<file path="config.mk">
export PLATFORM = sky130hd
export DESIGN_NAME = wdsmp_cell
export DESIGN_NICKNAME = d
export VERILOG_FILES = /design/src/rtl/wdsmp_pkg.sv /design/src/rtl/wdsmp_cell.sv
export SDC_FILE = /design/constraint.sdc
export NUM_CORES = 1
export LEC_CHECK = 0
export BUFFER_PORTS_ARGS = -buffer_cell sky130_fd_sc_hd__buf_2
export CAP_MARGIN = 20
export CORE_AREA = 3 3 127 129
export CTS_BUF_LIST = sky130_fd_sc_hd__clkbuf_4 sky130_fd_sc_hd__clkbuf_8
export DETAILED_ROUTE_END_ITERATION = 16
export DIE_AREA = 0 0 130 132
export PLACE_DENSITY_LB_ADDON = 0.08
export SYNTH_ARGS = -nofsm -noshare
export SYNTH_HDL_FRONTEND = slang
export SYNTH_SLANG_ARGS = --single-unit
</file>
<file path="constraint.sdc">
create_clock -name clk_i -period 5.1 [get_ports clk_i]
set_clock_uncertainty 0.05 [all_clocks]
set_input_delay 1.02 -clock clk_i [delete_from_list [all_inputs] [get_ports clk_i]]
set_output_delay 1.02 -clock clk_i [all_outputs]
set_load 0.05 [all_outputs]
</file>
<file path="src/rtl/wdsmp_pkg.sv">
// Shared constants, codes and the cell command type of the weighted discrete sampler.
`default_nettype none

package wdsmp_pkg;

  localparam int unsigned KEY_W           = 32;
  localparam int unsigned UNI_W           = 32;
  localparam int unsigned IN_WEIGHT_W     = 16;
  localparam int unsigned TYPE_W          = 2;
  localparam int unsigned STAT_W          = 2;
  localparam int unsigned DEF_TABLE_DEPTH = 64;
  localparam int unsigned DEF_WEIGHT_BITS = 16;

  typedef enum logic [TYPE_W-1:0] {
    REQ_INSERT = 2'd0,
    REQ_SAMPLE = 2'd1,
    REQ_CLEAR  = 2'd2
  } req_e;

  typedef enum logic [STAT_W-1:0] {
    ST_OK    = 2'd0,
    ST_EMPTY = 2'd1,
    ST_FULL  = 2'd2
  } status_e;

  // Broadcast from the controller to every cell of the row.
  typedef struct packed {
    logic             ins_en;
    logic             rep_en;
    logic [KEY_W-1:0] key;
  } cell_cmd_t;

endpackage

`default_nettype wire

</file>
<file path="src/rtl/wdsmp_cell.sv">
// One cell of the sorted table: holds a pair, its running sum and the draw selection stage.
`default_nettype none

module wdsmp_cell
  import wdsmp_pkg::*;
#(
  parameter int unsigned WB    = DEF_WEIGHT_BITS,
  parameter int unsigned SUM_W = DEF_WEIGHT_BITS + $clog2(DEF_TABLE_DEPTH)
) (
  input  logic             clk_i,
  input  cell_cmd_t        cmd_i,
  input  logic [WB-1:0]    wgt_i,
  input  logic             valid_i,
  input  logic             room_i,
  input  logic             left_lt_i,
  input  logic [KEY_W-1:0] left_key_i,
  input  logic [WB-1:0]    left_wgt_i,
  input  logic [SUM_W-1:0] left_run_i,
  input  logic             left_found_i,
  input  logic [KEY_W-1:0] left_sel_i,
  input  logic [SUM_W-1:0] need_i,
  output logic             lt_o,
  output logic             eq_o,
  output logic [KEY_W-1:0] key_o,
  output logic [WB-1:0]    wgt_o,
  output logic [SUM_W-1:0] run_o,
  output logic             found_o,
  output logic [KEY_W-1:0] sel_o
);

  logic [KEY_W-1:0] key_q, key_d;
  logic [WB-1:0]    wgt_q, wgt_d;
  logic [SUM_W-1:0] run_q, run_d;
  logic             found_q, found_d;
  logic [KEY_W-1:0] sel_q, sel_d;
  logic             hit;

  // Flipping the sign bit turns the signed order into an unsigned one.
  assign lt_o = valid_i &&
                ({~key_q[KEY_W-1], key_q[KEY_W-2:0]} <
                 {~cmd_i.key[KEY_W-1], cmd_i.key[KEY_W-2:0]});
  assign eq_o = valid_i && (key_q == cmd_i.key);

  always_comb begin
    key_d = key_q;
    wgt_d = wgt_q;
    if (cmd_i.rep_en && eq_o) begin
      wgt_d = wgt_i;
    end
    // Cells at or above the insertion point move up by one place.
    if (cmd_i.ins_en && room_i && !lt_o) begin
      if (left_lt_i) begin
        key_d = cmd_i.key;
        wgt_d = wgt_i;
      end else begin
        key_d = left_key_i;
        wgt_d = left_wgt_i;
      end
    end
  end

  assign run_d   = left_run_i + (valid_i ? SUM_W'(wgt_q) : '0);
  assign hit     = valid_i && (wgt_q != '0) && (run_q >= need_i);
  assign found_d = left_found_i || hit;
  assign sel_d   = left_found_i ? left_sel_i : key_q;

  always_ff @(posedge clk_i) begin
    key_q   <= key_d;
    wgt_q   <= wgt_d;
    run_q   <= run_d;
    found_q <= found_d;
    sel_q   <= sel_d;
  end

  assign key_o   = key_q;
  assign wgt_o   = wgt_q;
  assign run_o   = run_q;
  assign found_o = found_q;
  assign sel_o   = sel_q;

endmodule

`default_nettype wire

</file>
# After elaboration in Yosys (flattened, before gate mapping)
# Cells that the tools add are included.
# word_totals
regBits,103
# classes
n_addsub,1
eq_ne,1
order_cmp,2
reduce_logical,11
bitwise_logic,2
n_mux,6
# op_table
operator,n
$mux W16,4
$mux W32,2
$eq A32 B32 Y1,1
$lt A32 B32 Y1,1
$add A22 B16 Y22,1
$ge A22 B22 Y1,1
$reduce_bool A16 Y1,1
$logic_and A1 B1 Y1,7
$not A1 Y1,2
$reduce_bool A2 Y1,1
$logic_not A1 Y1,1
$logic_or A1 B1 Y1,1

# Depth between registers and ports, before layout
# Gate-level depths: netlist of run 1.
# depth
word_depth,6
ltp_mapped,10
ltp_nobuf,9

# Least setup slack after synthesis of run 1
# Ideal clock, no wire load.
# synth_path
path_type,input port to flip-flop
from,input cmd_i[30] in the netlist's numbering
to,"register key_q[0], in the netlist key_o[0] (enable)"
path_stages,8
required_ps,4629
slack_ps,825
arrival_ps,3804
cell_sequence,inv_1 > ha_1 > nand4_2 > nor4_2 > nand2_1 > a31oi_4 > nor2_1 > nor2_1
# synth_via
elab_chain_cells,4
# synth_rtl
item,line,rtl
from (decl),wdsmp_cell.sv:11,"input cell_cmd_t cmd_i,"
$lt A32 B32 Y1,wdsmp_cell.sv:40,"({~key_q[KEY_W-1], key_q[KEY_W-2:0]} <"
$logic_and A1 B1 Y1,wdsmp_cell.sv:39,assign lt_o = valid_i &&
net lt_o,wdsmp_cell.sv:22,"output logic lt_o,"
$logic_not A1 Y1,wdsmp_cell.sv:51,if (cmd_i.ins_en && room_i && !lt_o) begin
$logic_and A1 B1 Y1,wdsmp_cell.sv:51,
to (signal assigned),wdsmp_cell.sv:68,key_q <= key_d;
to (decl),wdsmp_cell.sv:31,"logic [KEY_W-1:0] key_q, key_d;"
# The timed path passes the listed nets, and every way through them passes these cells.
# A chain may end at the register's enable or synchronous reset.

# Final worst setup path of run 1
# layout_path
from,input cmd_i[25] in the netlist's numbering
to,output lt_o
# layout_via
elab_chain_cells,2
# layout_rtl
item,line
$lt A32 B32 Y1,wdsmp_cell.sv:40
$logic_and A1 B1 Y1,wdsmp_cell.sv:39
to (decl),wdsmp_cell.sv:22
# No other way between the ends.

==> flow_metrics.py, run 1 <==
metrics = {
    "run_status": {
        "outcome": "finished clean",
    },
    "floorplan": {
        "die_w_um": 130,
        "start_util_pct": 39.64,
        "pin_count": 284,
        "core_region_area_sq_um": 15150,
        "die_height_um": 132,
        "die_area_sq_um": 17160,
        "num_rows": 45,
    },
    "yosys": {
        "syn_area_per_cell_sq_um": 11.04,
        "syn-num-nets": 794,
        "syn-cell-area_sq_um": 6003,
        "synth-async-reset-ratio_pct": 0,
        "ys_seq_area_share_pct": 42.35,
        "syn_inst": 544,
        "yosysTopAreaCell": "edfxtp_1",
        "synth_top_area_share_pct": 24.01,
        "synth_cell_types": 48,
        "synth_top_flop_cell": "dfxtp_1",
        "yosys-top-cells-area": "edfxtp_1, dfxtp_1, ha_1, mux2_2, inv_1",
        "synth_edf_count": 48,
        "yosysWarnings": 0,
        "synth_seq_cells": 103,
    },
    "cells_and_area": {
        "stdcell_area_sq_um": 7782,
        "num-fill-cells": 1401,
        "final_layout_size_suffix_gt1_share_pct": 46.88,
        "final_cells": 1020,
        "layout.nets": 1077,
        "area_delta_synth_final_pct": 29.64,
        "antenna_cells": 0,
    },
    "cts": {
        "postCtsSetupBuffers": 0,
        "cts_made_buffers": 9,
        "cts_resized": 0,
        "clkSinkCount": 103,
        "cts_hold_buf": 0,
        "path_clk_slew_ns": 0.09,
        "cts-htree-levels": 3,
        "root_buffer": "clkbuf_8",
        "insertion_delay_ns": 0.38,
        "cts_tree": "built",
        "cts_max_path_buffers": 2,
    },
    "flow_run": {
        "drv_cap": 0,
    },
    "worst_setup_path": {
        "start_kind": "input port",
        "rr_endpoint": "key_o[1]",
        "crit_arrival_ns": 2.99,
        "timing.rr.start": "key_o[30]",
        "crit_path_max_incr_delay_ns": 0.42,
        "crit_chain": "buf_2, inv_1, ha_1, a21oi_1, o21ai_1, a222oi_1, nand4b_1, nor2_1, buf_2",
        "path_delay_family": "compound AO/OA/AOI/OAI gates",
        "required_ns": 4.03,
        "reg2reg_depth": 7,
        "path_class": "input port to output port",
        "worst-path-buf-inv": 3,
        "cp-end-kind": "output port",
        "crit_slowest_cell": "a222oi_1",
        "crit_top_cell": "buf_2",
        "rrSetupSlack_ns": 2.04,
        "cp_max_fo": 3,
    },
    "global_route": {
        "antenna_found_initial": 2,
        "grt_max_degree": 36,
        "grt_use_total_pct": 19.03,
        "overflow": 0,
        "grt_pass1_vias": 5099,
        "grt_pass1_wl_mm": 25.45,
    },
    "sta": {
        "slew_violations": 0,
        "fin_setup_tns_ns": 0,
        "rsz0062_at_grt": "false",
        "clock.fmax_ghz": 0.2461,
        "worst_pin_slew_ns": 0.9754,
        "hold_viol": 0,
        "worst_slack_ns": 1.036,
        "setup_viol": 0,
        "period_minus_slack_ns": 4.064,
        "finalCritPeriodShare_pct": 79.69,
        "slew_headroom_pct": 34.82,
    },
    "power": {
        "p_leak_uw": 0.003902,
        "ir_drop_uv": 182.2,
        "power_density_nw_per_um2": 274.6,
        "p_switching_uw": 760.6,
        "p_seq_share_pct": 45.4,
        "power.share.clock_pct": 23.0,
        "swShare_pct": 35.59,
        "finalPower_uw": 2137,
        "pwr-share-comb_pct": 31.6,
        "intPower_uw": 1376,
    },
    "placed_design": {
        "place_area_sq_um": 7607,
        "dp_hpwl_mm": 13.52,
        "routabilityCongestion": 0.8876,
        "dp_worst_setup_slack_ns": 1.038,
        "port-buffer-count": 283,
        "dp.cells": 1004,
    },
    "routing": {
        "wl_per_cell_um": 16.24,
        "totalWireLength_mm": 16.56,
        "dr.pass1.iters": 4,
        "viasPerCell": 4.826,
        "vias": 4923,
        "detailedRoute.firstIterationViolations": 328,
        "postRouteAntennaNets": 0,
        "drc": 0,
    },
    "worst_hold_path": {
        "hp-start": "key_o[11]",
        "whs_path_depth": 1,
        "min_path_type": "flop to flop",
        "hold_path_end": "sel_o[11]",
    },
}
## per-layer routing
metal	global-route usage (%)	vias up	share of wire, %
li1	-	2520	-
met4	6.409	4	2.0
met5	0	-	0.18
met1	21.79	2197	41
met3	5.673	26	7.5
met2	33.50	176	50
## flip-flops by register name, summed over array words and instances, names as in the netlist
register / flops
key_o: 32
sel_o: 32
run_o: 22
wgt_o: 16
found_o: 1
## per-stage QoR
stage | utilization (%) | hold WS, ns
floorplan | - | 0.8127
global placement | 50.23 | 0.4731
detailed placement | 50.23 | 0.4861
CTS | 51.38 | 0.5137
global route | 51.38 | 0.5344
finish | 51.38 | 0.5065
## how the worst max path moves through the flow
stage | from | to | slack, ns | cells past startpoint
2_1_floorplan | cmd_i[30] | key_o[0] | 0.83 | 8
3_3_place_gp | cmd_i[27] | lt_o | 1.06 | 9
3_5_place_dp | cmd_i[27] | lt_o | 1.04 | 9
4_1_cts | cmd_i[27] | lt_o | 1.02 | 9
5_1_grt | cmd_i[25] | lt_o | 0.88 | 9
6_report | cmd_i[25] | lt_o | 1.04 | 9
## layout make-up
class                      count  area, sq um  area share [%]
multi-input combinational    367         3173           40.77
timing repair buffer         284         1424           18.30
clock inverter                 4        22.52          0.2894
tap                          188        235.2           3.023
sequential                   103         2542           32.67
clock buffer                  12        152.6           1.961
inverter                      62        232.7           2.990
## kinds of logic (layout without fill, tap and decap cells)
| family | Yosys count | count (layout) | synth area share [%] |
|---|---|---|---|
| buffers and inverters | 74 | 362 | 4.919 |
| DFF | 103 | 103 | 42.35 |
| xor gates and xnor gates | 18 | 18 | 2.626 |
| and+or+nand+nor | 108 | 108 | 9.650 |
| adders and majority gates | 71 | 71 | 14.92 |
| muxes | 78 | 78 | 15.26 |
| AOI/OAI and AO/OA | 92 | 92 | 10.28 |
## synthesized netlist by cell type (11+ instances only)
cell type,count
nand4_1,13
mux2_2,68
o21ai_0,16
edfxtp_1,48
nor2_1,16
a21oi_1,37
a21o_1,16
dfxtp_1,55
ha_1,70
nand2_1,31
and2_1,18
inv_1,62
xnor2_1,11
## cells in the final DEF (no fill, tap or decap), drive strengths merged, types with 2 or more instances in the layout
master,instances
nand2b,2
xnor2,11
a2111oi,3
and2,18
nand3,4
nor3,8
nor2,16
nor4,6
clkinv,3
or3,2
buf,284
nand4b,3
dfxtp,55
a21oi,38
a221oi,3
o21ai,20
ha,70
nand2,31
inv,62
nand4,14
xor2,7
a21o,16
edfxtp,48
o21a,2
a31oi,3
mux2,78
clkbuf,12
a211o,2
## power by group through the flow
stage               registers [uW]  logic [uW]  clock network [uW]
floorplan                     1210         257                   0
global placement               988         670                   0
detailed placement             990         680                   0
CTS                            971         682                 507
global route                   979         735                 540
finish                         970         676                 491
Power figures use the tool's default switching activity.
==> run 2, diff against run 1 <==
Settings changed: ABC_AREA set to 1, CORE_AREA 3 3 127 129 to 3 3 130 132, DIE_AREA 0 0 130 132 to 0 0 133 135.
Clock period 5.1 ns to 3.4 ns, I/O delays scaled along.
==> run 2 against run 1 <==
  * Register-to-register slack worse by 1.2 ns
  * Final area grew 4.4%
  * Final cell count increased by 27%
  * Core utilization fell by 0.063 points
  * Synthesized cell count up 46%
  * Wire length up 7.5%
  * Die area up 4.6%
  * Power is 52% higher
  * Critical path depth is 2 lower
  * Worst setup slack worse by 0.81 ns
  * Sequential power increased by 51%
  * Largest cell class unchanged
==> flow_metrics.py, run 2 <==
metrics = {
    "run_status": {
        "outcome": "finished clean",
    },
    "sta": {
        "slew_headroom_pct": 50.00,
        "hold_viol": 0,
        "slew_violations": 0,
        "worst_pin_slew_ns": 0.7499,
        "setup_viol": 0,
        "fin_setup_tns_ns": 0,
        "clock.fmax_ghz": 0.3148,
        "rsz0062_at_grt": "false",
        "period_minus_slack_ns": 3.176,
        "finalCritPeriodShare_pct": 93.42,
    },
    "placed_design": {
        "port-buffer-count": 283,
        "routabilityCongestion": 0.8213,
        "dp.cells": 1282,
        "dp_hpwl_mm": 14.83,
    },
    "yosys": {
        "ys_seq_area_share_pct": 40.47,
        "synth_seq_cells": 103,
        "synth_top_area_share_pct": 22.94,
        "syn_inst": 795,
        "synth_xor_area_share_pct": 2.370,
        "syn-cell-area_sq_um": 6282,
        "synth_cell_types": 37,
        "synthAdderAreaFrac_pct": 14.26,
        "syn_area_per_cell_sq_um": 7.902,
        "yosysTopAreaCell": "edfxtp_1",
        "synth_most_common_cell": "nand2_1",
        "synthTopCellsByCount": "nand2_1, inv_1, ha_1, a21oi_1, nor2_1",
        "synth_top_flop_cell": "dfxtp_1",
        "synth_compound_gate_area_share_pct": 7.787,
        "synth_edf_count": 48,
        "synth-simple-area-share_pct": 23.74,
        "syn-num-nets": 1045,
        "yosys-top-cells-area": "edfxtp_1, dfxtp_1, nand2_1, ha_1, inv_1",
        "synthMuxAreaShare_pct": 3.226,
        "synth-async-reset-ratio_pct": 0,
        "synth_top_family_by_area": "simple AND/OR/NAND/NOR gates",
        "yosysWarnings": 0,
    },
    "routing": {
        "m1WireLength_mm": 7.560,
        "totalWireLength_mm": 17.80,
        "drc": 0,
        "route.met3.wl_mm": 1.246,
        "detailedRoute.firstIterationViolations": 259,
        "dr.pass1.iters": 4,
        "vias": 5836,
        "postRouteAntennaNets": 0,
        "met2_length_mm": 8.631,
        "highest_layer": "met5",
        "viasPerCell": 4.489,
        "wl_per_cell_um": 13.69,
    },
    "floorplan": {
        "die_area_sq_um": 17960,
        "core_region_area_sq_um": 15830,
        "num_rows": 46,
        "die_height_um": 135,
        "pin_count": 284,
        "start_util_pct": 39.69,
        "die_w_um": 133,
    },
    "power": {
        "power_density_nw_per_um2": 400.3,
        "p_leak_uw": 0.004526,
        "finalPower_uw": 3251,
        "swShare_pct": 37.81,
        "intPower_uw": 2022,
        "ir_drop_uv": 190.7,
        "power.share.clock_pct": 22.4,
        "p_seq_share_pct": 45.0,
        "pwr-share-comb_pct": 32.6,
        "p_switching_uw": 1229,
    },
    "cells_and_area": {
        "final_cell_mix": "buf_2, nand2_1, inv_1",
        "final_common_cell": "buf_2",
        "area_delta_synth_final_pct": 29.30,
        "multi_input_area_sq_um": 3228,
        "seqCellArea_sq_um": 2542,
        "layout.nets": 1327,
        "num-fill-cells": 1608,
        "final_layout_size_suffix_gt1_share_pct": 30.68,
        "final_cells": 1300,
    },
    "global_route": {
        "grt_pass1_wl_mm": 27.98,
        "grt_max_degree": 37,
        "overflow": 0,
        "antenna_found_initial": 4,
        "grt_use_total_pct": 19.56,
        "grt_pass1_vias": 5685,
    },
    "cts": {
        "cts_hold_buf": 0,
        "cts_made_buffers": 9,
        "cts-htree-levels": 3,
        "path_clk_slew_ns": 0.12,
        "insertion_delay_ns": 0.39,
        "root_buffer": "clkbuf_8",
        "postCtsSetupBuffers": 0,
        "cts_resized": 0,
        "clkSinkCount": 103,
        "cts_tree": "built",
        "cts_max_path_buffers": 2,
    },
    "worst_setup_path": {
        "start_kind": "flop",
        "cp_max_fo": 3,
        "crit_arrival_ns": 2.45,
        "reg2reg_depth": 9,
        "required_ns": 2.67,
        "path_class": "flop to output port",
        "crit_top_cell": "nand2_1",
        "crit_chain": "ha_1, nand2_1, nor2_1, nand2_1, nor4_1, and2_1, buf_2",
        "crit_slowest_cell": "edfxtp_1",
        "crit_path_max_incr_delay_ns": 0.46,
        "rrSetupSlack_ns": 0.85,
        "cp-end-kind": "output port",
    },
    "flow_run": {
        "drv_cap": 0,
    },
    "worst_hold_path": {
        "whs_path_depth": 3,
        "min_path_type": "input port to flop",
    },
}
[run 2: cells by family (layout without fill, tap and decap cells)]
group           count (synthesis)  in the layout
buf+inv                       129            416
fa+ha+maj                      71             71
compound gates                 94             94
simple gates                  363            363
xor+xnor                       17             17
other cells                     0              2
flops                         103            103
mux                            18             18
[run 2: power groups by stage]
stage / Sequential [uW] / Clock (uW) / Combinational [uW]
final: 1460 / 728 / 1060
after global routing: 1480 / 810 / 1180
after CTS: 1460 / 756 / 1070
after detailed placement: 1490 / 0 / 1070
after global placement: 1490 / 0 / 1060
after floorplan: 1830 / 0 / 408
[run 2: stage by stage]
stage | worst slack, ns | instance area, sq um | util [%] | hold slack (ns)
finish | 0.2236 | 8123 | 51.32 | 0.4216
CTS | 0.2095 | 8118 | 51.29 | 0.4017
detailed placement | 0.3189 | 7943 | 50.18 | 0.4371
global placement | 0.3155 | 7943 | 50.18 | 0.4271
global route | 0.1109 | 8123 | 51.32 | 0.4119
floorplan | 0.4375 | 6282 | - | 0.7267
[run 2: worst paths after layout]
kind / start / endpoint
setup / recovery: key_o[14] / eq_o
setup reg to reg: key_o[14] / wgt_o[3]
hold reg to reg: key_o[17] / sel_o[17]
hold / removal: left_sel_i[20] / sel_o[20]
[run 2: critical path, delay by kind of cell, from the launching register on]
kind                       cells  cell delay (ns)
adders and majority gates      1             0.31
buffers and inverters          1             0.28
DFF                            1             0.46
and+or+nand+nor                5             1.02
[run 2: cell type report]
type	count	share of cell area, %
well taps	216	3.327
repair buffers	292	18.42
multi-input cells	563	39.74
clock buffers	10	1.617
clock inverters	6	0.5391
flip-flops and latches	103	31.30
diodes	2	0.06161
inverters	108	4.991
[run 2: metal layers]
| metal | track usage, % | vias up |
|---|---|---|
| met3 | 5.365 | 24 |
| met1 | 24.06 | 2497 |
| li1 | - | 3141 |
| met2 | 33.15 | 170 |
| met5 | 0 | - |
| met4 | 6.755 | 4 |
==> run 3, diff against run 2 <==
Settings changed: ABC_AREA 1 to not set, CORE_AREA 3 3 130 132 to 3 3 127 129, DIE_AREA 0 0 133 135 to 0 0 130 132.
==> run 3 against run 2 <==
  * Power is 0.89% higher
  * Critical endpoint is now lt_o
  * Critical path type unchanged
  * First-iteration DRC count is 31% lower
  * Largest cell class unchanged
  * Via count is 14% lower
==> flow_metrics.py, run 3 (synthesis results as in run 1) <==
metrics = {
    "run_status": {
        "outcome": "finished clean",
    },
    "power": {
        "p_leak_uw": 0.003954,
        "power_density_nw_per_um2": 415.7,
        "intPower_uw": 2134,
        "finalPower_uw": 3280,
        "p_switching_uw": 1146,
        "ir_drop_uv": 322.4,
        "p_seq_share_pct": 44.4,
        "power.share.clock_pct": 24.2,
        "pwr-share-comb_pct": 31.4,
        "swShare_pct": 34.95,
    },
    "cts": {
        "cts-htree-levels": 3,
        "cts_made_buffers": 9,
        "insertion_delay_ns": 0.39,
        "cts_max_path_buffers": 2,
        "cts_hold_buf": 0,
        "root_buffer": "clkbuf_8",
        "cts_tree": "built",
        "clkSinkCount": 103,
        "path_clk_slew_ns": 0.10,
    },
    "global_route": {
        "antenna_found_initial": 1,
        "grt_use_total_pct": 19.26,
        "grt_max_degree": 36,
        "overflow": 0,
        "grtUsageMet1_pct": 22.47,
        "use_met3_pct": 5.997,
        "grt_most_used_layer": "met2",
        "grt_use_met2_pct": 33.50,
        "grt_pass1_wl_mm": 25.90,
        "grt_pass1_vias": 5134,
    },
    "routing": {
        "wl_per_cell_um": 16.24,
        "dr.pass1.iters": 6,
        "drc": 0,
        "vias": 5022,
        "detailedRoute.firstIterationViolations": 179,
        "totalWireLength_mm": 16.70,
        "postRouteAntennaNets": 0,
        "viasPerCell": 4.885,
    },
    "floorplan": {
        "die_w_um": 130,
        "core_region_area_sq_um": 15150,
        "die_area_sq_um": 17160,
        "num_rows": 45,
        "start_util_pct": 39.64,
        "pin_count": 284,
        "die_height_um": 132,
    },
    "worst_setup_path": {
        "crit_arrival_ns": 2.43,
        "start_kind": "flop",
        "cp-end-kind": "output port",
        "path_class": "flop to output port",
        "cp_max_fo": 3,
        "required_ns": 2.67,
    },
    "sta": {
        "slew_headroom_pct": 44.14,
        "period_minus_slack_ns": 3.160,
        "slew_violations": 0,
        "finalCritPeriodShare_pct": 92.95,
        "hold_viol": 0,
        "setup_viol": 0,
        "clock.fmax_ghz": 0.3164,
        "worst_pin_slew_ns": 0.8379,
    },
    "placed_design": {
        "routabilityCongestion": 0.8290,
        "dp.cells": 1010,
        "dp_hpwl_mm": 13.93,
        "port-buffer-count": 283,
    },
    "cells_and_area": {
        "layout.nets": 1084,
        "final_cells": 1028,
        "final_cell_mix": "buf_2, ha_1, mux2_2",
        "postLayoutCoreUtil_pct": 52.09,
        "final_common_cell": "buf_2",
        "final_layout_size_suffix_gt1_share_pct": 47.44,
        "area_delta_synth_final_pct": 31.43,
    },
    "flow_run": {
        "drv_cap": 0,
    },
    "worst_hold_path": {
        "min_path_type": "input port to flop",
    },
}
==> run 3: cell types whose count changed in the layout (fill, tap and decap cells not counted), moves of 10 or more <==
cell,before,now
inv_1,106,62
nand3_1,33,4
a21oi_1,67,37
nand2_1,240,31
a21o_1,3,16
and2_1,2,18
nor2_1,61,13
mux2_4,0,10
mux2_2,18,68
==> run 3: layer usage <==
| layer | vias up | wire length (um) | share of wire, % |
|---|---|---|---|
| li1 | 2537 | - | - |
| met1 | 2297 | 6799 | 41 |
| met2 | 164 | 8355 | 50 |
| met3 | 22 | 1246 | 7.5 |
| met4 | 2 | 282 | 1.7 |
| met5 | - | 13 | 0.078 |
==> run 3: power groups by stage <==
stage	logic [uW]	registers, uW	clock network (uW)
floorplan	386	1820	0
global placement	1010	1480	0
detailed placement	1030	1490	0
CTS	1030	1460	834
global route	1120	1470	868
finish	1030	1460	794
==> run 3: worst paths after layout <==
check                      start   endpoint  slack (ns)  cells past startpoint
hold / removal    left_run_i[21]  run_o[21]        0.43                      2
hold reg to reg        key_o[29]  sel_o[29]        0.50                      1
setup reg to reg       key_o[27]   wgt_o[0]        0.59                      9
setup / recovery       key_o[27]       lt_o        0.24                      7
==> run 3: cell type report <==
cell class	instances	area, sq um
sequential	103	2542
tap	188	235.2
antenna	1	2.502
clock buffer	11	138.9
clock inverter	5	56.30
inverter	62	232.7
timing repair buffer	291	1504
fill	1441	7256
multi-input combinational	367	3178
==> run 3: per-stage QoR <==
stage | setup WS [ns] | setup TNS, ns | area, sq um | hold slack (ns)
floorplan | 0.05181 | 0 | 6011 | 0.7267
global placement | 0.1707 | 0 | 7682 | 0.4798
detailed placement | 0.1586 | 0 | 7682 | 0.4869
CTS | 0.08669 | 0 | 7878 | 0.3988
global route | -0.02025 | -0.02025 | 7888 | 0.4155
finish | 0.2397 | 0 | 7890 | 0.4290
==> run 3: timing repair <==
action                                  in CTS  in global routing
gates resized for setup                      0                  1
endpoints found under the hold margin        0                  0
buffers inserted                             0                  1
endpoints found under the setup margin       0                  1
==> run 3: worst max-delay path, stage by stage, from the launching register on <==
cell      delay, ns
edfxtp_1       0.43
ha_1           0.34
a21oi_2        0.14
o21ai_1        0.09
a222oi_1       0.35
nand4b_1       0.23
nor2_2         0.20
clkbuf_4       0.25
