<file path="config.mk">
export PLATFORM = sky130hd
export DESIGN_NAME = wdsmp_mul
export DESIGN_NICKNAME = d
export VERILOG_FILES = /design/src/rtl/wdsmp_pkg.sv /design/src/rtl/wdsmp_mul.sv
export SDC_FILE = /design/constraint.sdc
export NUM_CORES = 1
export LEC_CHECK = 0
export BUFFER_PORTS_ARGS = -buffer_cell sky130_fd_sc_hd__clkbuf_2
export CORE_MARGIN = 2
export CORE_UTILIZATION = 39
export CTS_BUF_LIST = sky130_fd_sc_hd__clkbuf_4 sky130_fd_sc_hd__clkbuf_8
export DETAILED_ROUTE_END_ITERATION = 10
export PLACE_DENSITY = 0.68
export SYNTH_ARGS = -nofsm -noshare
export SYNTH_HDL_FRONTEND = slang
export SYNTH_SLANG_ARGS = --single-unit
export TNS_END_PERCENT = 1
</file>
<file path="constraint.sdc">
create_clock -name clk_i -period 4.6 [get_ports clk_i]
set_clock_uncertainty 0.15 [all_clocks]
set_input_delay 0.92 -clock clk_i [delete_from_list [all_inputs] [get_ports clk_i]]
set_output_delay 0.92 -clock clk_i [all_outputs]
set_load 0.05 [all_outputs]
</file>
<file path="src/rtl/wdsmp_pkg.sv">
// Shared constants, codes and the cell command type of the weighted discrete sampler.
`default_nettype none

package wdsmp_pkg;

  localparam int unsigned KEY_W           = 32;
  localparam int unsigned UNI_W           = 32;
  localparam int unsigned IN_WEIGHT_W     = 16;
  localparam int unsigned TYPE_W          = 2;
  localparam int unsigned STAT_W          = 2;
  localparam int unsigned DEF_TABLE_DEPTH = 64;
  localparam int unsigned DEF_WEIGHT_BITS = 16;

  typedef enum logic [TYPE_W-1:0] {
    REQ_INSERT = 2'd0,
    REQ_SAMPLE = 2'd1,
    REQ_CLEAR  = 2'd2
  } req_e;

  typedef enum logic [STAT_W-1:0] {
    ST_OK    = 2'd0,
    ST_EMPTY = 2'd1,
    ST_FULL  = 2'd2
  } status_e;

  // Broadcast from the controller to every cell of the row.
  typedef struct packed {
    logic             ins_en;
    logic             rep_en;
    logic [KEY_W-1:0] key;
  } cell_cmd_t;

endpackage

`default_nettype wire

</file>
<file path="src/rtl/wdsmp_mul.sv">
// Shift-and-add unit that forms the threshold ceil(u * total / 2^32).
`default_nettype none

module wdsmp_mul
  import wdsmp_pkg::*;
#(
  parameter int unsigned SUM_W = DEF_WEIGHT_BITS + $clog2(DEF_TABLE_DEPTH)
) (
  input  logic             clk_i,
  input  logic             rst_ni,
  input  logic             start_i,
  input  logic [UNI_W-1:0] u_i,
  input  logic [SUM_W-1:0] total_i,
  output logic             done_o,
  output logic [SUM_W-1:0] need_o
);

  localparam int unsigned ACC_W = SUM_W + UNI_W;
  localparam int unsigned CNT_W = $clog2(UNI_W);
  localparam logic [CNT_W-1:0] LAST = CNT_W'(UNI_W - 1);

  logic             run_q, fin_q, done_q;
  logic [CNT_W-1:0] cnt_q;
  logic [ACC_W-1:0] acc_q;
  logic [UNI_W-1:0] u_q;
  logic [SUM_W-1:0] tot_q;
  logic [SUM_W-1:0] need_q;
  logic [SUM_W:0]   part;
  logic [SUM_W:0]   rounded;

  // One multiplier bit per cycle, least significant first.
  assign part    = {1'b0, acc_q[ACC_W-1:UNI_W]} + (u_q[0] ? {1'b0, tot_q} : '0);
  assign rounded = {1'b0, acc_q[ACC_W-1:UNI_W]} +
                   (SUM_W+1)'(acc_q[UNI_W-1:0] != '0);

  always_ff @(posedge clk_i or negedge rst_ni) begin
    if (!rst_ni) begin
      run_q  <= 1'b0;
      fin_q  <= 1'b0;
      done_q <= 1'b0;
      cnt_q  <= '0;
    end else begin
      done_q <= 1'b0;
      if (start_i) begin
        run_q <= 1'b1;
        cnt_q <= '0;
      end else if (run_q) begin
        cnt_q <= cnt_q + 1'b1;
        if (cnt_q == LAST) begin
          run_q <= 1'b0;
          fin_q <= 1'b1;
        end
      end else if (fin_q) begin
        fin_q  <= 1'b0;
        done_q <= 1'b1;
      end
    end
  end

  always_ff @(posedge clk_i) begin
    if (start_i) begin
      acc_q <= '0;
      u_q   <= u_i;
      tot_q <= total_i;
    end else if (run_q) begin
      acc_q <= {part, acc_q[UNI_W-1:1]};
      u_q   <= u_q >> 1;
    end
    if (fin_q) begin
      need_q <= rounded[SUM_W-1:0];
    end
  end

  assign done_o = done_q;
  assign need_o = need_q;

endmodule

`default_nettype wire
</file>
Word level (Yosys, flattened, before mapping)
Index checks and enable logic that the tools add are counted.
{ "op_classes": {"n_addsub": 3, "mul": 0, "n_div": 0, "magnitude_cmp": 0, "eq_ne": 2, "shifts": 0, "n_mux": 13, "bitwise": 1, "n_reduce_logical": 3} }
{ "op_table": {"columns": ["operator", "count"], "rows": [
  ["two-way mux 32 bit", 2],
  ["nonzero test 32 bit", 1],
  ["adder 22 x 22 -> 23 bit", 1],
  ["adder 22 x 1 -> 22 bit", 1],
  ["two-way mux 22 bit", 1],
  ["two-way mux 5 bit", 2],
  ["two-way mux 1 bit", 8],
  ["adder 5 x 1 -> 5 bit, second input constant", 1],
  ["equality test 5 bit, second input constant", 1],
  ["inequality test 2 x 1 -> 1 bit, second input constant", 1],
  ["AND reduction 2 bit", 1],
  ["nonzero test 2 bit", 1],
  ["inverter 1 bit", 1]
]} }
{ "totals": {"reg_bits": 138, "latchBits": 0, "mem_bits_rw": 0, "mem_bits_ro": 0, "input_bits": 57, "output_inout_bits": 23, "word_cells": 30, "memories": 0} }

Logic depth before layout (Yosys ltp)
Gate-level depths: netlist of run 1.
{ "depth": {"depth_word": 4, "mapped_depth": 11, "ltp_nobuf": 11} }

Worst setup path before layout of run 1
Ideal clock, no wire load.
{ "synth_timing": {"path_type": "flip-flop to flip-flop", "start": "reg u_q[0]", "end": "reg acc_q[49]", "setup_ns": 0.117, "t_arrival_ns": 2.343, "required_time_ns": 4.333, "path_slack_ns": 1.989, "stages_incl_launch_ff": 10, "path_buffers": 1, "synth_period_minus_slack_ns": 2.611, "cell_sequence": "edfxtp_1 clkbuf_1 nand2_1 fa_1 nand2b_1 a21o_1 a21o_4 a2111oi_4 o21ai_1 a32o_1"} }
{ "synth_between": {"elab_chain_cells": 2} }
{ "synth_rtl": {"columns": ["element", "line_no", "rtl"], "rows": [
  ["start, declared", "wdsmp_mul.sv:25", "logic [UNI_W-1:0] u_q;"],
  ["start signal, assigned", "wdsmp_mul.sv:63", "u_q <= u_i;"],
  ["start signal, assigned", "wdsmp_mul.sv:67", "u_q <= u_q >> 1;"],
  ["two-way mux 22 bit", "wdsmp_mul.sv:32", "assign part = {1'b0, acc_q[ACC_W-1:UNI_W]} + (u_q[0] ? {1'b0, tot_q} : '0);"],
  ["adder 22 x 22 -> 23 bit", "wdsmp_mul.sv:32", null],
  ["end signal, assigned", "wdsmp_mul.sv:66", "acc_q <= {part, acc_q[UNI_W-1:1]};"],
  ["end, declared", "wdsmp_mul.sv:24", "logic [ACC_W-1:0] acc_q;"]
]} }
Every way passes these cells.
A chain may end at the register's enable or synchronous reset.

Worst setup path after layout of run 1
Same ends and word-level chain as after synthesis.

==> impl_summary.log, run 1 <==
INFO  metric grt_overflow_total = 0
INFO  metric nFillCells = 1528
INFO  metric ios = 80
INFO  metric worst_slack = 1.41 ns
INFO  metric place_worst_setup_slack = 1.44 ns
INFO  metric ys_types = between 50 and 60
INFO  metric timing_hold_violations_final = 0
INFO  metric synth_enable_flop_cells = 76
INFO  metric worst_pin_slew = 1.20 ns
INFO  metric final_max_slew_viol_count = 0
INFO  metric ys.warnings.count = 0
INFO  metric synthCells = 583
INFO  metric grt_max_degree = 77
INFO  metric hold_buffers = 0
INFO  metric crit_arrival = 3.38 ns
INFO  metric detail-route-antenna-nets = 0
INFO  metric static_leakage = 3.32 nW
INFO  metric synth.top_cells.by_area = sky130_fd_sc_hd__edfxtp_1 34%, sky130_fd_sc_hd__dfxtp_1 16%, sky130_fd_sc_hd__mux2i_1 5.9%
INFO  metric async_set_or_reset_flop_fraction_in_the_synthesized_netlist = 5.80%
INFO  metric report.final.setup_viol = 0
INFO  metric crit_required = 4.80 ns
INFO  metric post_cts.repair.setup_buffers = 0
INFO  metric seq_area_frac_synth = a little over half
INFO  metric synthesis.area_per_instance = 11.4 um^2
INFO  metric cts_resizes = 0
INFO  metric worst_setup_hold_path_clk_slew = 0.09 ns
INFO  metric setup_total_negative_slack = 0 ns
INFO  metric vertical_die_dimension = approximately 130 um
INFO  metric drt-wirelength-per-cell = ~15 um
INFO  metric cts_sinks = 138
INFO  metric tritoncts.num_buffers = 17
INFO  metric synth_flop_cell = sky130_fd_sc_hd__edfxtp_1
INFO  metric layout_worst_path_cycle_share = between 60% and 70%
INFO  metric crit_path_start = u_q[0]
INFO  metric area.growth.synth_to_final = 15.7%
INFO  metric worst_r2r_startpoint = u_q[0]
INFO  metric first_pass_grt_wire_length = 22100 um
INFO  metric dp_wirelength = 9710 um
INFO  metric power_per_cell_area = 406 mW/mm^2
INFO  metric worst_hold_class = in -> async
INFO  metric ys_seq_elements = ~140
INFO  metric first_global_vias = ~4500
INFO  metric die_x = about 130 um
INFO  metric via_count = 4649
INFO  metric worst_vdd_drop = 0.202 mV
INFO  metric grt_usage = between 15 and 20%
INFO  metric post_drt_via_cell_ratio = 5.21
INFO  metric num-nets-final = 744
INFO  metric detail_route.wirelength = 13400 um
INFO  metric initial_core_util = 40.0%
INFO  metric drt_iter0_markers = ~270
INFO  metric final_period_minus_worst_setup_slack = 3.19 ns
INFO  metric yosys.area.top_type = sky130_fd_sc_hd__edfxtp_1
INFO  metric timing.critical_path.fanout_max = 22
INFO  metric multi_input_comb_area = around 0.003 mm^2
INFO  metric fmax = 314 MHz
INFO  metric endpoint_kind = flip-flop
INFO  metric antenna_cells_inserted = 0
INFO  metric critPathKind = reg -> reg
INFO  metric final-seq-area = 0.00356 mm^2
INFO  metric cts.root.buffer_cell = sky130_fd_sc_hd__clkbuf_8
INFO  metric summed_instance_area_of_the_synthesized_netlist = 0.00666 mm^2
INFO  metric drv.max_cap_violation_count = 0
INFO  metric fp.coreArea = 0.0166 mm^2
INFO  metric rsz0062_at_grt = no
INFO  metric synthDominantCellAreaShare = 34.3%
INFO  metric number_of_antenna_violations_at_the_first_check_in_global_routing = 0
INFO  metric syn_nets = 667
INFO  metric port-buffer-count = 79
INFO  metric finalCoreUtilization = 46.3%
INFO  metric cts_tree = done
INFO  metric fp.dieArea = 0.0181 mm^2
INFO  metric status = finished, final reports clean
INFO  metric final_layout_size_suffix_gt1_share = 23.3%
INFO  metric setup.worst_path.start_class = flip-flop
INFO  metric first_pass_iteration_count_of_the_detailed_router = 4
INFO  metric final_weighted_congestion_of_routability_driven_global_placement = between 0.8 and 0.9
INFO  metric floorplan.rows = 47
INFO  metric maxSlewHeadroom = 19.6%
INFO  metric clockBufferDepth = 2
INFO  metric cts_max_level = 4
INFO  metric route.detailed.drc = 0
INFO  metric worst_skew_pair.late_latency = approximately 0.45 ns
-- cell type report --
type	count	share of cell area, %
Sequential cell	138	46.3
Multi-Input combinational cell	407	38.2
Timing Repair Buffer	82	5.46
Tap cell	220	3.57
Clock buffer	17	3.04
Clock inverter	15	2.78
Inverter	14	0.682
-- Yosys cell counts, types with 8 or more instances --
library cell               instances
sky130_fd_sc_hd__a21oi_1          23
sky130_fd_sc_hd__and2_1           24
sky130_fd_sc_hd__clkbuf_1         11
sky130_fd_sc_hd__dfrtp_1           8
sky130_fd_sc_hd__dfxtp_1          54
sky130_fd_sc_hd__edfxtp_1         76
sky130_fd_sc_hd__ha_1             26
sky130_fd_sc_hd__inv_1            13
sky130_fd_sc_hd__mux2_2           31
sky130_fd_sc_hd__mux2i_1          39
sky130_fd_sc_hd__nand2_1          32
sky130_fd_sc_hd__nand3_1          16
sky130_fd_sc_hd__nand4_1          10
sky130_fd_sc_hd__nor2_1           65
sky130_fd_sc_hd__nor3_1            8
sky130_fd_sc_hd__nor4_1           10
sky130_fd_sc_hd__o21ai_0          15
sky130_fd_sc_hd__xnor2_1          18
sky130_fd_sc_hd__xor2_1           14
-- layer usage --
metal	GRT usage (%)	wire, um	vias up
li1	-	-	2295
met1	21.1	6420	2209
met2	22.3	5820	136
met3	5.97	1000	9
met4	4.97	113	0
met5	0	0	-
-- where the power goes --
| group | leakage (nW) | total, mW | internal [mW] | switching, mW |
|---|---|---|---|---|
| registers | 1.30 | 1.52 | 1.41 | 0.104 |
| clock network | 0.213 | 1.10 | 0.601 | 0.501 |
| logic | 1.80 | 0.511 | 0.226 | 0.285 |
-- placed cells by master, fill, tap and decap left out, drive strengths merged, types with 4 or more instances in the layout --
cell type / netlist / final
bufinv: 0 / 4
clkinvlp: 0 / 4
nor4: 11 / 11
nand2: 32 / 32
dfxtp: 54 / 54
nand4: 10 / 10
buf: 12 / 4
a211oi: 7 / 7
nor3: 8 / 8
xnor2: 18 / 18
a21o: 8 / 8
and3: 6 / 6
mux2i: 39 / 39
dfrtp: 8 / 8
or3: 5 / 5
xor2: 14 / 14
o21ai: 17 / 17
o21a: 5 / 5
clkbuf: 12 / 95
and2: 24 / 24
nand3: 16 / 16
a21oi: 24 / 24
clkinv: 1 / 4
edfxtp: 76 / 76
ha: 26 / 26
nor2: 65 / 65
inv: 13 / 17
mux2: 31 / 31
-- worst paths after layout --
| path | to | slack (ns) | cells after the start |
|---|---|---|---|
| min in group clk_i | acc_q[0] | 0.36 | 2 |
| worst max-delay path | acc_q[49] | 1.41 | 10 |
| max in group asynchronous | run_q | 3.93 | 1 |
| worst min register to register | acc_q[0] | 0.36 | 2 |
| worst max register to register | acc_q[49] | 1.41 | 10 |
| worst min-delay path | done_o | 0.16 | 1 |
-- worst max-delay path, stage by stage (launching register included) --
cell	delay, ns
sky130_fd_sc_hd__edfxtp_1	0.75
sky130_fd_sc_hd__and2_1	0.21
sky130_fd_sc_hd__ha_1	0.16
sky130_fd_sc_hd__inv_1	0.05
sky130_fd_sc_hd__fa_1	0.39
sky130_fd_sc_hd__nand2b_1	0.18
sky130_fd_sc_hd__a21o_1	0.21
sky130_fd_sc_hd__a21o_4	0.24
sky130_fd_sc_hd__a2111oi_4	0.38
sky130_fd_sc_hd__o21ai_1	0.09
sky130_fd_sc_hd__a32o_1	0.26
-- flip-flops by register name (all words and copies together) (netlist names) --
name,cells
fin_q,1
cnt_q,5
tot_q,22
run_q,1
acc_q,54
need_o,22
u_q,32
done_o,1
-- kinds of logic (layout without fill, tap and decap cells) --
family | after synthesis | count (layout) | synth area share [%]
XOR/XNOR | 32 | 32 | 4.21
buffers and inverters | 38 | 128 | 2.26
AND/OR/NAND/NOR | 190 | 190 | 14.0
flip-flops | 138 | 138 | 53.5
AO/OA/AOI/OAI | 88 | 88 | 9.65
multiplexers | 70 | 70 | 11.1
adder cells (fa/ha/maj) | 27 | 27 | 5.19
-- stage by stage --
step | cells | area, um^2 | total power [mW] | hold WS (ns)
2_1_floorplan | 583 | 6660 | 1.90 | 0.312
3_3_place_gp | 861 | 7250 | 2.03 | 0.338
3_5_place_dp | 861 | 7250 | 2.05 | 0.345
4_1_cts | 893 | 7700 | 3.16 | 0.124
5_1_grt | 893 | 7700 | 3.28 | 0.133
6_report | 893 | 7700 | 3.13 | 0.159
(Power assumes the default switching activity.)
==> run 2: changes to the inputs <==
--- a/config.mk
+++ b/config.mk
@@ -5,6 +5,7 @@
 export SDC_FILE = /design/constraint.sdc
 export NUM_CORES = 1
 export LEC_CHECK = 0
+export ABC_AREA = 1
 export BUFFER_PORTS_ARGS = -buffer_cell sky130_fd_sc_hd__clkbuf_2
 export CORE_MARGIN = 2
 export CORE_UTILIZATION = 39
==> constraint.sdc (replaced) <==
create_clock -name clk_i -period 3.2 [get_ports clk_i]
set_clock_uncertainty 0.15 [all_clocks]
set_input_delay 0.64 -clock clk_i [delete_from_list [all_inputs] [get_ports clk_i]]
set_output_delay 0.64 -clock clk_i [all_outputs]
set_load 0.05 [all_outputs]
==> run 2 against run 1 <==
Sequential cell count unchanged. First-iteration DRC count up 7.5%. Cell area up 3.1%. Sequential share of layout area down 1.4 points. Wire length up 10%. Area after synthesis up 4.5%. Critical endpoint is now need_o[20]. Largest cell class unchanged. Largest power group unchanged. Highest routed layer unchanged.
==> impl_summary.log, run 2 <==
INFO  metric setup.worst_path.start_class = flip-flop
INFO  metric number_of_antenna_violations_at_the_first_check_in_global_routing = 0 (unchanged)
INFO  metric yosys.cell_count.top_type = sky130_fd_sc_hd__nand2_1
INFO  metric synth_flop_cell = sky130_fd_sc_hd__edfxtp_1
INFO  metric critPathSlowestCell = sky130_fd_sc_hd__nor4_1
INFO  metric worstHoldPathCells = 1
INFO  metric final_layout_size_suffix_gt1_share = 13.9% (-9.5 points)
INFO  metric worst_skew_pair.late_latency = 0.45 ns (about the same)
INFO  metric port-buffer-count = 79 (unchanged)
INFO  metric layoutNonFillerInstCount = 1170 (+31%)
INFO  metric vertical_die_dimension = 138 um (+2.2%)
INFO  metric totalPowerFinal = 4.10 mW (+31%)
INFO  metric cts_max_level = 4 (unchanged)
INFO  metric drt_iter0_markers = 287 (+7.5%)
INFO  metric largest_reg_flops = 54 (unchanged)
INFO  metric maxSlewHeadroom = 35.6% (+16 points)
INFO  metric first_pass_grt_wire_length = 23900 um (+8.3%)
INFO  metric non_filler_cell_area_final = 0.00794 mm^2 (+3.1%)
INFO  metric fmax = 404 MHz (+29%)
INFO  metric place_worst_setup_slack = 0.704 ns (-0.735 ns)
INFO  metric synthesis.area_per_instance = 8.20 um^2 (-28%)
INFO  metric final_max_slew_viol_count = 0 (unchanged)
INFO  metric final_weighted_congestion_of_routability_driven_global_placement = 0.914 (+5.8%)
INFO  metric seq_area_frac_synth = 51.2% (-2.3 points)
INFO  metric ys_seq_elements = 138 (unchanged)
INFO  metric status = finished, final reports clean
INFO  metric fp.dieArea = 0.0189 mm^2 (+4.4%)
INFO  metric crit_arrival = 2.52 ns (-0.86 ns)
INFO  metric crit_required = 3.24 ns (-1.56 ns)
INFO  metric first_global_vias = 5004 (+10%)
INFO  metric largest_registers = acc_q x54, u_q x32
INFO  metric final_period_minus_worst_setup_slack = 2.48 ns (-0.710 ns)
INFO  metric grt_usage = 16.5% (+1.1 points)
INFO  metric ordered_cell_list_for_the_critical_path = inv_1 > nand4_1 > nor4_1 > nand4_1 > ha_1 > ha_1 > inv_2 > nor2_4 > nand3_4 > nor2_4 > nand3_4 > nor3_2 > xor2_1
INFO  metric critical_path.reg2reg.endpoint = need_o[20]
INFO  metric report.final.setup_viol = 0 (unchanged)
INFO  metric floorplan.rows = 48 (+2.1%)
INFO  metric first_pass_iteration_count_of_the_detailed_router = 5 (+1)
INFO  metric most-common-layout-cells = 305 x sky130_fd_sc_hd__nand2_1, 132 x sky130_fd_sc_hd__inv_1, 79 x sky130_fd_sc_hd__clkbuf_2
INFO  metric detail_route.wirelength = 14700 um (+10%)
INFO  metric critPathKind = reg -> reg
INFO  metric via_count = 5516 (+19%)
INFO  metric initial_core_util = 40.1% (+0.077 points)
INFO  metric met3_wirelength = 1120 um (+12%)
INFO  metric setup_total_negative_slack = 0 ns (unchanged)
INFO  metric worst_r2r_startpoint = acc_q[25]
INFO  metric summed_instance_area_of_the_synthesized_netlist = 0.00695 mm^2 (+4.5%)
INFO  metric ys.warnings.count = 0 (unchanged)
INFO  metric static_leakage = 3.83 nW (+16%)
INFO  metric num-nets-final = 1016 (+37%)
INFO  metric yosys.area.top_type = sky130_fd_sc_hd__edfxtp_1
INFO  metric power_per_cell_area = 516 mW/mm^2 (+27%)
INFO  metric worst_pin_slew = 0.967 ns (-0.235 ns)
INFO  metric worst_hold_class = in -> reg
INFO  metric worst_vdd_drop = 0.360 mV (+78%)
INFO  metric antenna_cells_inserted = 0 (unchanged)
INFO  metric synth.top_cells.by_area = sky130_fd_sc_hd__edfxtp_1 33%, sky130_fd_sc_hd__nand2_1 16%, sky130_fd_sc_hd__dfxtp_1 16%
INFO  metric grt_overflow_total = 0 (unchanged)
INFO  metric wirelength_met1 = 7120 um (+11%)
INFO  metric cts_sinks = 138 (unchanged)
INFO  metric reg2reg_setup_slack = 0.72 ns (-0.69 ns)
INFO  metric detail-route-antenna-nets = 0 (unchanged)
INFO  metric post_drt_via_cell_ratio = 4.71 (-9.4%)
INFO  metric timing.critical_path.fanout_max = 4 (-82%)
INFO  metric tritoncts.num_buffers = 17 (unchanged)
INFO  metric worst_slack = 0.722 ns (-0.690 ns)
INFO  metric async_set_or_reset_flop_fraction_in_the_synthesized_netlist = 5.80% (unchanged)
INFO  metric cts_resizes = 0 (unchanged)
INFO  metric syn_nets = 932 (+40%)
INFO  metric endpoint_kind = flip-flop
INFO  metric rsz0062_at_grt = no
INFO  metric synth_common_cells = 305 x sky130_fd_sc_hd__nand2_1, 132 x sky130_fd_sc_hd__inv_1, 76 x sky130_fd_sc_hd__edfxtp_1
INFO  metric depth_of_the_worst_register_to_register_path = 13 (+3)
INFO  metric synthDominantCellAreaShare = 32.8% (-1.5 points)
INFO  metric worst_setup_hold_path_clk_slew = 0.08 ns (about the same)
INFO  metric cts_tree = done
INFO  metric layout_worst_path_cycle_share = 77.4% (+8.1 points)
INFO  metric fp.coreArea = 0.0174 mm^2 (+4.3%)
INFO  metric post_dp_cell_area = 0.00758 mm^2 (+4.6%)
INFO  metric nFillCells = 1728 (+13%)
INFO  metric dp.cells = 1137 (+32%)
INFO  metric drt-wirelength-per-cell = 12.6 um (-16%)
INFO  metric synthCells = 848 (+45%)
INFO  metric area.growth.synth_to_final = 14.2%
INFO  metric timing.hold.worst.start = total_i[13]
INFO  metric whs = 0.214 ns (+0.0546 ns)
INFO  metric grt_max_degree = 75 (-2.6%)
INFO  metric leading_cell_type_in_the_layout_fill_and_taps_excluded = sky130_fd_sc_hd__nand2_1
INFO  metric cts.root.buffer_cell = sky130_fd_sc_hd__clkbuf_8
INFO  metric clockBufferDepth = 2 (unchanged)
INFO  metric hold_path_end = tot_q[13]
INFO  metric finalCoreUtilization = 45.7% (-0.54 points)
INFO  metric timing.critical_path.slowest_cell_delay = 0.37 ns (-0.38 ns)
INFO  metric routed.top_layer = met4
INFO  metric drv.max_cap_violation_count = 0 (unchanged)
INFO  metric dp_wirelength = 10900 um (+12%)
INFO  metric route.detailed.drc = 0 (unchanged)
INFO  metric timing_hold_violations_final = 0 (unchanged)
INFO  metric ios = 80 (unchanged)
INFO  metric ys_types = 36 (-37%)
INFO  metric wl_met2 = 6240 um (+7.3%)
INFO  metric synth_enable_flop_cells = 76 (unchanged)
INFO  metric die_x = 138 um (+2.2%)
INFO  metric reg_with_most_ffs = acc_q
[run 2: cell types whose count changed after synthesis, moves of 7 or more]
cell / before / now
sky130_fd_sc_hd__mux2_2: 31 / 0
sky130_fd_sc_hd__o22ai_1: 1 / 34
sky130_fd_sc_hd__a21o_1: 7 / 0
sky130_fd_sc_hd__nor2_1: 65 / 40
sky130_fd_sc_hd__nand2_1: 32 / 305
sky130_fd_sc_hd__nand3_1: 16 / 28
sky130_fd_sc_hd__mux2i_1: 39 / 0
sky130_fd_sc_hd__xnor2_1: 18 / 4
sky130_fd_sc_hd__nor3_1: 8 / 16
sky130_fd_sc_hd__and2_1: 24 / 1
sky130_fd_sc_hd__inv_1: 13 / 132
[run 2: worst max path at each step]
stage | to | cells past startpoint | slack (ns) | start
3_3_place_gp | need_o[16] | 13 | 0.72 | acc_q[22]
5_1_grt | acc_q[37] | 14 | 0.47 | u_q[0]
4_1_cts | need_o[16] | 13 | 0.70 | acc_q[25]
3_5_place_dp | u_q[28] | 4 | 0.70 | start_i
6_report | need_o[20] | 13 | 0.72 | acc_q[25]
2_1_floorplan | u_q[0] | 4 | 0.58 | start_i
[run 2: where the power goes]
group	total [mW]	internal, mW	switching, mW
registers	2.14	2.03	0.108
logic	0.695	0.224	0.470
clock network	1.27	0.630	0.636
total	4.10	2.88	1.22
[run 2: timing repair]
action	CTS	global route
endpoints found under the hold margin	8	0
buffers inserted	0	0
hold buffers	1	0
[run 2: cell families (layout without fill, tap and decap cells)]
| kind of cell | after synthesis | after routing | share of synthesized area, % |
|---|---|---|---|
| AOI/OAI and AO/OA | 79 | 79 | 6.41 |
| adders and majority gates | 27 | 27 | 4.97 |
| and+or+nand+nor | 426 | 426 | 26.3 |
| xor gates and xnor gates | 19 | 19 | 2.39 |
| buffers and inverters | 159 | 256 | 8.71 |
| DFF | 138 | 138 | 51.2 |
[run 2: cell type report]
cell class | instances | area, um^2 | area share, %
clock buffer | 21 | 264 | 3.32
clock inverter | 11 | 81.3 | 1.02
inverter | 139 | 522 | 6.57
multi-input combinational | 551 | 2790 | 35.1
sequential | 138 | 3560 | 44.9
tap | 225 | 282 | 3.55
timing repair buffer | 85 | 443 | 5.58
[run 2: metal layers]
layer / global-route usage [%] / up-vias
met5: 0 / -
met4: 6.99 / 0
met3: 3.72 / 19
met2: 24.4 / 170
met1: 23.1 / 2434
li1: - / 2893
[run 2: critical path, delay by kind of cell, from the launching register on]
family	cells	cell delay, ns
xor gates and xnor gates	1	0.14
adders and majority gates	2	0.51
buffers and inverters	2	0.15
DFF	1	0.31
and+or+nand+nor	8	0.95
==> run 3: changes to the inputs <==
==> constraint.sdc (replaced) <==
create_clock -name clk_i -period 2.4 [get_ports clk_i]
set_clock_uncertainty 0.15 [all_clocks]
set_input_delay 0.48 -clock clk_i [delete_from_list [all_inputs] [get_ports clk_i]]
set_output_delay 0.48 -clock clk_i [all_outputs]
set_load 0.05 [all_outputs]
==> run 3 against run 2 <==
Global-route usage rose by 0.49 points. Worst setup slack worse by 0.59 ns. Utilization up 1.6 points. Combinational power increased by 44%. Die area unchanged. Non-clock buffer count increased by 20. First-iteration DRC count increased by 7.3%. Wire length grew 0.65%. Highest routed layer unchanged.
==> impl_summary.log, run 3 (synthesis results as in run 2) <==
INFO  metric status = finished, final reports clean
INFO  metric drv.max_cap_violation_count = 0 (unchanged)
INFO  metric maxSlewHeadroom = 67.5% (+32 points)
INFO  metric most-common-layout-cells = 304 x sky130_fd_sc_hd__nand2_1, 132 x sky130_fd_sc_hd__inv_1, 79 x sky130_fd_sc_hd__clkbuf_2
INFO  metric number_of_antenna_violations_at_the_first_check_in_global_routing = 0 (unchanged)
INFO  metric worst_hold_class = in -> reg
INFO  metric critPathKind = reg -> reg
INFO  metric fp.coreArea = 0.0174 mm^2 (unchanged)
INFO  metric num-nets-final = 1036 (+2.0%)
INFO  metric cts.root.buffer_cell = sky130_fd_sc_hd__clkbuf_8
INFO  metric worst_vdd_drop = 0.344 mV (-4.3%)
INFO  metric timing.critical_path.slowest_cell_delay = 0.30 ns (-0.07 ns)
INFO  metric crit_arrival = 2.32 ns (-0.20 ns)
INFO  metric largest_reg_flops = 54 (unchanged)
INFO  metric worst_setup_hold_path_clk_slew = 0.09 ns (about the same)
INFO  metric crit_required = 2.45 ns (-0.79 ns)
INFO  metric first_pass_iteration_count_of_the_detailed_router = 4 (-1)
INFO  metric static_leakage = 3.95 nW (+3.2%)
INFO  metric report.final.setup_viol = 0 (unchanged)
INFO  metric vertical_die_dimension = 138 um (unchanged)
INFO  metric cts_tree = done
INFO  metric die_x = 138 um (unchanged)
INFO  metric worst_slack = 0.132 ns (-0.591 ns)
INFO  metric dp_wirelength = 11200 um (+2.3%)
INFO  metric grt_overflow_total = 0 (unchanged)
INFO  metric non_filler_cell_area_final = 0.00822 mm^2 (+3.5%)
INFO  metric reg_with_most_ffs = acc_q
INFO  metric cts_sinks = 138 (unchanged)
INFO  metric rsz0062_at_grt = yes
INFO  metric whs = 0.0365 ns (-0.178 ns)
INFO  metric first_global_vias = 5191 (+3.7%)
INFO  metric worst_skew_pair.late_latency = 0.46 ns (about the same)
INFO  metric power_per_cell_area = 681 mW/mm^2 (+32%)
INFO  metric worst_pin_slew = 0.486 ns (-0.481 ns)
INFO  metric setup_total_negative_slack = 0 ns (unchanged)
INFO  metric route.detailed.drc = 0 (unchanged)
INFO  metric initial_core_util = 40.1% (unchanged)
INFO  metric area.growth.synth_to_final = 18.2%
INFO  metric nFillCells = 1702 (-1.5%)
INFO  metric via_count = 5580 (+1.2%)
INFO  metric cts_max_level = 4 (unchanged)
INFO  metric endpoint_kind = flip-flop
INFO  metric grt_usage = 17.0% (+0.49 points)
INFO  metric grt_max_degree = 43 (-43%)
INFO  metric leading_cell_type_in_the_layout_fill_and_taps_excluded = sky130_fd_sc_hd__nand2_1
INFO  metric detail_route.wirelength = 14800 um (+0.65%)
INFO  metric layout_worst_path_cycle_share = 94.5% (+17 points)
INFO  metric final_max_slew_viol_count = 0 (unchanged)
INFO  metric ordered_cell_list_for_the_critical_path = inv_1 > nand4_1 > nor4_2 > nand4_1 > ha_2 > ha_1 > inv_2 > nor2_4 > nand3_4 > nor2_4 > nand3_4 > nor3_2 > xor2_1
INFO  metric final_layout_size_suffix_gt1_share = 17.8% (+4.0 points)
INFO  metric port-buffer-count = 79 (unchanged)
INFO  metric first_pass_grt_wire_length = 24300 um (+1.7%)
INFO  metric fp.dieArea = 0.0189 mm^2 (unchanged)
INFO  metric antenna_cells_inserted = 0 (unchanged)
INFO  metric place_worst_setup_slack = 0.0707 ns (-0.633 ns)
INFO  metric largest_registers = acc_q x54, u_q x32
INFO  metric fmax = 441 MHz (+9.2%)
INFO  metric timing_hold_violations_final = 0 (unchanged)
INFO  metric critPathSlowestCell = sky130_fd_sc_hd__dfxtp_1
INFO  metric tritoncts.num_buffers = 17 (unchanged)
INFO  metric drt_iter0_markers = 308 (+7.3%)
INFO  metric ios = 80 (unchanged)
INFO  metric setup.worst_path.start_class = flip-flop
INFO  metric drt-wirelength-per-cell = 12.5 um (-1.0%)
INFO  metric final_period_minus_worst_setup_slack = 2.27 ns (-0.209 ns)
INFO  metric timing.critical_path.fanout_max = 4 (unchanged)
INFO  metric detail-route-antenna-nets = 0 (unchanged)
INFO  metric post_drt_via_cell_ratio = 4.69 (-0.54%)
INFO  metric final_weighted_congestion_of_routability_driven_global_placement = 0.888 (-2.9%)
INFO  metric post_dp_cell_area = 0.00777 mm^2 (+2.5%)
INFO  metric floorplan.rows = 48 (unchanged)
INFO  metric clockBufferDepth = 2 (unchanged)
-- run 3: what timing repair did --
item,4_1_cts,5_1_grt
hold endpoints to repair,8,0
gates resized for setup,0,17
setup buffers,0,0
endpoints found under the setup margin,0,19
hold buffers,1,0
-- run 3: critical path, delay by kind of cell, from the launching register on --
kind	cells	cell delay, ns
flops	1	0.30
fa+ha+maj	2	0.41
xor+xnor	1	0.14
simple gates	8	0.88
buf+inv	2	0.14
-- run 3: routing by layer --
metal / track usage, % / vias up / part of all wire (%)
met4: 8.36 / 0 / 2.3
met5: 0 / - / 0
met2: 25.0 / 148 / 42
met1: 22.8 / 2459 / 48
met3: 4.86 / 28 / 7.5
li1: - / 2945 / -
-- run 3: power by group --
group / switching [mW] / internal, mW / total (mW) / leakage (nW)
sequential: 0.124 / 2.70 / 2.83 / 1.33
clock: 1.02 / 0.752 / 1.77 / 0.181
combinational: 0.660 / 0.340 / 1.00 / 2.44
-- run 3: per-stage QoR --
step / utilization, % / power [mW] / cells
after floorplan: - / 3.54 / 848
after global placement: 44.8 / 3.84 / 1157
after detailed placement: 44.8 / 3.85 / 1157
after CTS: 46.9 / 5.62 / 1190
after global routing: 47.3 / 5.90 / 1190
final: 47.3 / 5.60 / 1190
-- run 3: layout make-up --
type / instances / area [um^2] / area share [%]
Inverter: 139 / 522 / 6.35
Sequential cell: 138 / 3560 / 43.4
Multi-Input combinational cell: 551 / 2860 / 34.7
Clock buffer: 17 / 234 / 2.85
Tap cell: 225 / 282 / 3.43
Clock inverter: 15 / 130 / 1.58
Timing Repair Buffer: 105 / 631 / 7.67
-- run 3: path summary, 6_finish.rpt --
check,startpoint,to,slack (ns),cells after the start
setup / recovery,acc_q[24],need_o[16],0.13,13
hold / removal,total_i[13],tot_q[13],0.04,1
setup reg to reg,acc_q[24],need_o[16],0.13,13
hold reg to reg,acc_q[0],acc_q[0],0.35,2
max in group asynchronous,rst_ni,cnt_q[2],1.64,2
min in group asynchronous,rst_ni,fin_q,0.28,2
